$ cat src/rtl/nearest_linked_station_search_assert.svh
`ifndef NEAREST_LINKED_STATION_SEARCH_ASSERT_SVH
`define NEAREST_LINKED_STATION_SEARCH_ASSERT_SVH

// same-cycle implication on i_clk, off during reset
`define NLSS_ASSERT_IMP(lbl, ante, cons, msg) \
    lbl: assert property (@(posedge i_clk) disable iff (!i_rst_n) (ante) |-> (cons)) \
        else $error(msg);

// next-cycle implication on i_clk, off during reset
`define NLSS_ASSERT_NXT(lbl, ante, cons, msg) \
    lbl: assert property (@(posedge i_clk) disable iff (!i_rst_n) (ante) |=> (cons)) \
        else $error(msg);

`endif

$ cat src/rtl/nlss_pkg.sv
package nlss_pkg;

    localparam int STATION_W = 32;
    localparam int DIST_W    = 32;

    localparam logic ACT_ADD   = 1'b0;
    localparam logic ACT_QUERY = 1'b1;

    typedef struct packed {
        logic [STATION_W-1:0] e2;
        logic [STATION_W-1:0] e1;
    } t_link;

    typedef struct packed {
        logic  vld;
        logic  first;
        t_link link;
    } t_feed;

endpackage

$ cat src/rtl/nlss_min_unit.sv
module nlss_min_unit (
    input  logic                       i_clk,
    input  logic                       i_rst_n,
    input  nlss_pkg::t_feed            i_feed,
    input  logic [nlss_pkg::STATION_W-1:0] i_start,
    input  logic [nlss_pkg::STATION_W-1:0] i_target,
    output logic [nlss_pkg::DIST_W-1:0]    o_best
);
    import nlss_pkg::*;

    function automatic logic [DIST_W-1:0] gap(input logic [STATION_W-1:0] p,
                                              input logic [STATION_W-1:0] q);
        logic [DIST_W-1:0] d;
        if ($signed(p) >= $signed(q)) begin
            d = p - q;
        end else begin
            d = q - p;
        end
        return d;
    endfunction

    logic              r_s1_vld;
    logic              r_s1_first;
    logic [DIST_W-1:0] r_c1;
    logic [DIST_W-1:0] r_c2;
    logic [DIST_W-1:0] r_best;
    logic [DIST_W-1:0] n_c1;
    logic [DIST_W-1:0] n_c2;
    logic [DIST_W-1:0] n_best;
    logic [DIST_W-1:0] w_min12;
    logic [DIST_W-1:0] w_base;

    // stage 1: match either end, gap to the far end
    always_comb begin
        n_c1 = '1;
        n_c2 = '1;
        if (i_feed.link.e1 == i_start) begin
            n_c1 = gap(i_target, i_feed.link.e2);
        end
        if (i_feed.link.e2 == i_start) begin
            n_c2 = gap(i_target, i_feed.link.e1);
        end
    end

    // stage 2: fold into running minimum
    always_comb begin
        w_min12 = (r_c1 < r_c2) ? r_c1 : r_c2;
        w_base  = r_s1_first ? '1 : r_best;
        n_best  = (w_min12 < w_base) ? w_min12 : w_base;
    end

    always_ff @(posedge i_clk) begin
        if (!i_rst_n) begin
            r_s1_vld   <= 1'b0;
            r_s1_first <= 1'b0;
        end else begin
            r_s1_vld   <= i_feed.vld;
            r_s1_first <= i_feed.first;
        end
        r_c1 <= n_c1;
        r_c2 <= n_c2;
        if (r_s1_vld) begin
            r_best <= n_best;
        end
    end

    assign o_best = r_best;

endmodule

$ cat config.mk
export PLATFORM = sky130hd
export DESIGN_NAME = nlss_min_unit
export DESIGN_NICKNAME = d
export VERILOG_FILES = /design/src/rtl/nearest_linked_station_search_assert.svh /design/src/rtl/nlss_pkg.sv /design/src/rtl/nlss_min_unit.sv
export SDC_FILE = /design/constraint.sdc
export NUM_CORES = 1
export LEC_CHECK = 0
export BUFFER_PORTS_ARGS = -buffer_cell sky130_fd_sc_hd__buf_2
export CORE_MARGIN = 1.5
export CORE_UTILIZATION = 30
export CTS_CLUSTER_SIZE = 8
export DETAILED_ROUTE_END_ITERATION = 8
export GPL_ROUTABILITY_DRIVEN = 0
export GPL_TIMING_DRIVEN = 0
export PLACE_DENSITY_LB_ADDON = 0.3
export SETUP_SLACK_MARGIN = 0.05
export SYNTH_ARGS = -nofsm -noshare
export SYNTH_HDL_FRONTEND = slang
export SYNTH_SLANG_ARGS = --single-unit
$ cat constraint.sdc
create_clock -name i_clk -period 4.7 [get_ports i_clk]
set_clock_uncertainty 0.15 [all_clocks]
set_input_delay 0.47 -clock i_clk [delete_from_list [all_inputs] [get_ports i_clk]]
set_output_delay 0.47 -clock i_clk [all_outputs]
set_load 0.01 [all_outputs]
# Yosys cells after proc, flatten, opt, wreduce, memory -nomap -nowiden
# Cells that the tools add are included.
# totals
rom_bits	0
output_inout_bits	32
latchBits	0
register_bits	98
ram_bits	0
n_memories	0
inputBits	132
wordCells	20
# op_classes
multipliers	0
add_sub_neg	4
n_bitwise	0
div	0
n_mux	5
order_cmp	4
eq_ne	2
n_reduce_logical	0
shift	0
# op_table
op	n
$mux W32	5
$sub A32 B32 Y32	4
$eq A32 B32 Y1	2
$ge A32 B32 Y1	2
$lt A32 B32 Y1	2

# Logic depth before layout (Yosys ltp)
# depth
word_depth	4
ltp_mapped	23
depth_no_buf	20

# Least setup slack after synthesis
# OpenSTA, ideal clock, no wires.
# synth_timing
path_kind	reg-to-reg
from	register r_c2[5]
to	register r_best[22] (netlist: o_best[22]) (data pin)
t_required_ns	4.288
period_less_slack_ns	5.019
path_slack_ns	-0.319
path_buffers	3
arrival_time_ns	4.607
setup_ns	0.262
path_stages_with_launch	23
cell_sequence	dfxtp_1 inv_1 ha_1 a21oi_1 nor2_1 a2111oi_0 o21ai_1 a2111oi_2 o21a_1 buf_4 clkbuf_1 nand2_1 o21ai_0 ha_1 a21oi_1 nor4_1 a2111oi_0 o21ai_0 o221a_2 a2111oi_1 o31ai_4 buf_6 mux2_1
# synth_via
elab_chain_len	4
# synth_rtl
item	line	source
start, declared	nlss_min_unit.sv:25	logic [DIST_W-1:0] r_c2;
start signal, assigned	nlss_min_unit.sv:61	r_c2 <= n_c2;
$lt A32 B32 Y1	nlss_min_unit.sv:47	w_min12 = (r_c1 < r_c2) ? r_c1 : r_c2;
$mux W32 *	nlss_min_unit.sv:47	
$lt A32 B32 Y1	nlss_min_unit.sv:49	n_best = (w_min12 < w_base) ? w_min12 : w_base;
$mux W32 *	nlss_min_unit.sv:49	
named net n_best[22]	nlss_min_unit.sv:29	logic [DIST_W-1:0] n_best;
end signal, assigned	nlss_min_unit.sv:63	r_best <= n_best;
end, declared	nlss_min_unit.sv:26	logic [DIST_W-1:0] r_best;
# Mark *: on every way through the listed nets, which the timed path passes. The rest lies on a longest branch.
# A chain may end at the register's enable or synchronous reset.

# Final worst setup path
# layout_timing
from	register r_c1[25]
to	register r_best[18] (netlist: o_best[18]) (data pin)
# layout_via
elab_chain_len	4
# layout_rtl
item	line	source
start, declared	nlss_min_unit.sv:24	logic [DIST_W-1:0] r_c1;
start signal, assigned	nlss_min_unit.sv:60	r_c1 <= n_c1;
$lt A32 B32 Y1	nlss_min_unit.sv:47	
$mux W32 *	nlss_min_unit.sv:47	
$lt A32 B32 Y1	nlss_min_unit.sv:49	
$mux W32 *	nlss_min_unit.sv:49	
named net n_best[18]	nlss_min_unit.sv:29	
# Marks and branches as above.

==> results.ini <==
[synth]
synth_nets=2047
synthTopCellsByArea=ha_1 (18%), dfxtp_1 (10%), edfxtp_1 (7.3%)
syn_inst=1723
yosysSeqAreaShare_pct=17.4
ys_warn_count=0
synth_area_per_cell_um2=7.61
synth_top_area_cell=ha_1
ys_ff_latch=98
async_flop_share_pct=0
ys.flop_type=dfxtp_1
ys_types=83
netlist.area_leader.share_pct=17.9
synth_edf_count=32
synthesis.area_um2=13100

[global_route]
grt_overflow=0
antenna_found_initial=0
first_global_vias=13363
grt_max_degree=33
grt_pass1_wl_um=76500
grtUsageTotal_pct=22.2

[drt]
routed_wl_um=52000
via_per_inst=5.41
dr.pass1.iters=9
first_iter_violations=1303
drcViolationCount=9
wl_per_cell_um=20.4
vias=13792
ant_nets=0

[setup_path]
critPathArrivalTime_ns=5.07
crit_cells=20
crit_path_top_delay_cell=a221o_1
crit_fanout=9
cp_cell_sequence=ha_4 -> a21o_1 -> a221o_1 -> a221oi_4 -> o211a_1 -> o21a_1 -> buf_6 -> clkbuf_16 -> nand2_4 -> o21ai_4 -> ha_4 -> a21oi_4 -> nor4_2 -> a2111oi_2 -> o21ai_1 -> o221a_2 -> a2111oi_4 -> o31ai_4 -> buf_6 -> mux2_1
r2r_start=r_c1[25]
worstSetupEndpoint=o_best[18]
crit_path_start_kind=register
slowest_delay_ns=0.37
timing.rr.end=o_best[18]
cp-end-kind=register
crit_required_ns=4.65
cp_num_buf_inv=3
r2r_slack_ns=-0.43
startpoint=r_c1[25]
r2r_cells=20
worstSetupPathType=reg -> reg
cp_top_family=compound AO/OA/AOI/OAI gates

[die]
die_w_um=212
dieArea_um2=45000
ios=164
core_area_um2=43100
row_count=76
start_util_pct=30.4
die_y_um=212

[finish]
instances_no_fill=2549
multi_input_area_um2=10300
seqCellArea_um2=2300
nets=2283
diodes=0
fillers=4468
layout-drive-gt1-share_pct=22.4
finish.utilization_pct=37.3
final_area_um2=16100
area_growth_syn_to_layout_pct=22.6

[clock_network]
cts_max_path_buffers=2
cts_tree=done
htreeDepth=3
numClockSinks=98
cts_root_buffer=clkbuf_16
cts.clk_slew.worst_paths_ns=0.07
clock_latency_ns=0.35
cts_buffers=9

[power]
p_seq_share_pct=28.5
p_comb_share_pct=48.3
switching_power_mw=1.30
power.density_nw_per_um2=195
p_int_mw=1.83
pwr-share-clk_pct=23.2
peakVddDrop_uv=141
switching_share_pct=41.7
p_leak_nw=7.71

[placement]
dp_hpwl_um=42700
pre_cts_ws_ns=-0.769
dp_cells=2471
port_buffers=163
place_area_um2=14700

[sta]
tightest_slew_ns=0.994
maxSlewHeadroom_pct=33.1
final.setup.worst_slack_ns=-0.427
fmaxAchievable_mhz=195
fin_crit_sh_pct=109
setup_viol=32
slew_violations=0
tns_ns=-13.09
min_period_ns=5.13
finalHoldViolCount=0
rsz0062_at_grt=yes

[hold_path]
hold_path.class=in -> reg

[status]
status=finished with violations
violations=design-rule violations, negative setup slack

[job]
drv_cap=0

## registers in the layout, indices dropped and copies added, names as in the netlist
signal,count
o_best,32
r_c1,32
r_c2,32
r_s1_first,1
r_s1_vld,1
## worst min-delay path by stage
| stage | from | endpoint | slack (ns) | depth (start not counted) |
|---|---|---|---|---|
| after detailed placement | o_best[2] | o_best[2] | 0.49 | 2 |
| after global placement | o_best[2] | o_best[2] | 0.50 | 2 |
| after floorplan | i_rst_n | r_s1_first | 0.44 | 1 |
| after CTS | i_feed[65] | r_s1_vld | 0.17 | 2 |
| final | i_feed[65] | r_s1_vld | 0.18 | 2 |
| after global routing | i_feed[65] | r_s1_vld | 0.18 | 2 |
## cells in the final DEF (no fill, tap or decap), drive strengths merged, types with 7 or more instances in the layout
cell    count
buf       255
ha        188
inv       182
nand2     173
a21oi     151
o21ai     122
nor2       93
xor2       81
a21o       78
dfxtp      66
clkbuf     63
mux2       41
or2        36
nand4      33
edfxtp     32
nor3       30
nor4       26
xnor2      25
nand3      24
o21a       21
mux2i      21
nor2b      20
a211oi     18
a31oi      17
o21bai     14
or3        13
o211ai     11
o31ai      10
and2        8
a221o       7
and3        7
a211o       7
## power groups by stage
stage / Clock, mW / Sequential (mW) / Combinational, mW
floorplan: 0 / 0.914 / 0.944
global placement: 0 / 0.913 / 1.41
detailed placement: 0 / 0.913 / 1.42
CTS: 0.742 / 0.894 / 1.46
global route: 0.776 / 0.894 / 1.61
finish: 0.725 / 0.893 / 1.51
## cells in the mapped netlist (11+ instances only)
library cell / number
o211ai_1: 11
edfxtp_1: 32
xnor2_1: 25
xor2_1: 81
nor2_1: 92
nand4_1: 32
o21bai_1: 14
ha_1: 188
nor2b_1: 20
or3_1: 12
o21a_1: 21
dfxtp_1: 66
or2_2: 36
mux2_1: 32
a21oi_1: 149
mux2i_1: 21
nand2_1: 172
a211oi_1: 18
nor3_1: 30
inv_1: 179
nand3_1: 24
buf_2: 20
nor4_1: 25
clkbuf_1: 53
a21o_1: 78
a31oi_1: 16
o21ai_0: 109
## cell type report
| cell class | instances | area share (%) |
|---|---|---|
| clock inverters | 6 | 0.358 |
| plain buffers | 83 | 3.12 |
| clock buffers | 10 | 1.49 |
| multi-input cells | 1363 | 63.9 |
| well taps | 585 | 4.55 |
| repair buffers | 225 | 8.08 |
| inverters | 179 | 4.18 |
| flip-flops and latches | 98 | 14.3 |
## cell families (layout without fill, tap and decap cells)
family | after synthesis | count (layout) | synth area share (%)
multiplexers | 62 | 62 | 5.18
AND/OR/NAND/NOR | 485 | 485 | 18.1
adder cells (fa/ha/maj) | 192 | 192 | 18.5
flip-flops | 98 | 98 | 17.4
AO/OA/AOI/OAI | 518 | 518 | 25.7
buffers and inverters | 262 | 503 | 8.03
XOR/XNOR | 106 | 106 | 7.08
## stage by stage
step | total power [mW] | hold slack (ns)
2_1_floorplan | 1.86 | 0.442
3_3_place_gp | 2.33 | 0.497
3_5_place_dp | 2.33 | 0.491
4_1_cts | 3.10 | 0.173
5_1_grt | 3.28 | 0.176
6_report | 3.13 | 0.179
## layer usage
metal	track usage (%)	share of wire, %	wire length [um]
met1	28.2	42	21700
met2	36.6	45	23600
met3	2.29	7.0	3630
met4	12.9	6.1	3150
met5	0	0	0
## timing repair
action                     CTS  global route
pin swaps                   34            26
resized for setup          114            35
hold endpoints to repair     0             0
setup endpoints to repair   32            32
buffers inserted            51             8
hold buffers                 0             0
gates cloned                 3             1
Note: power is estimated with default switching activity, not from simulation.
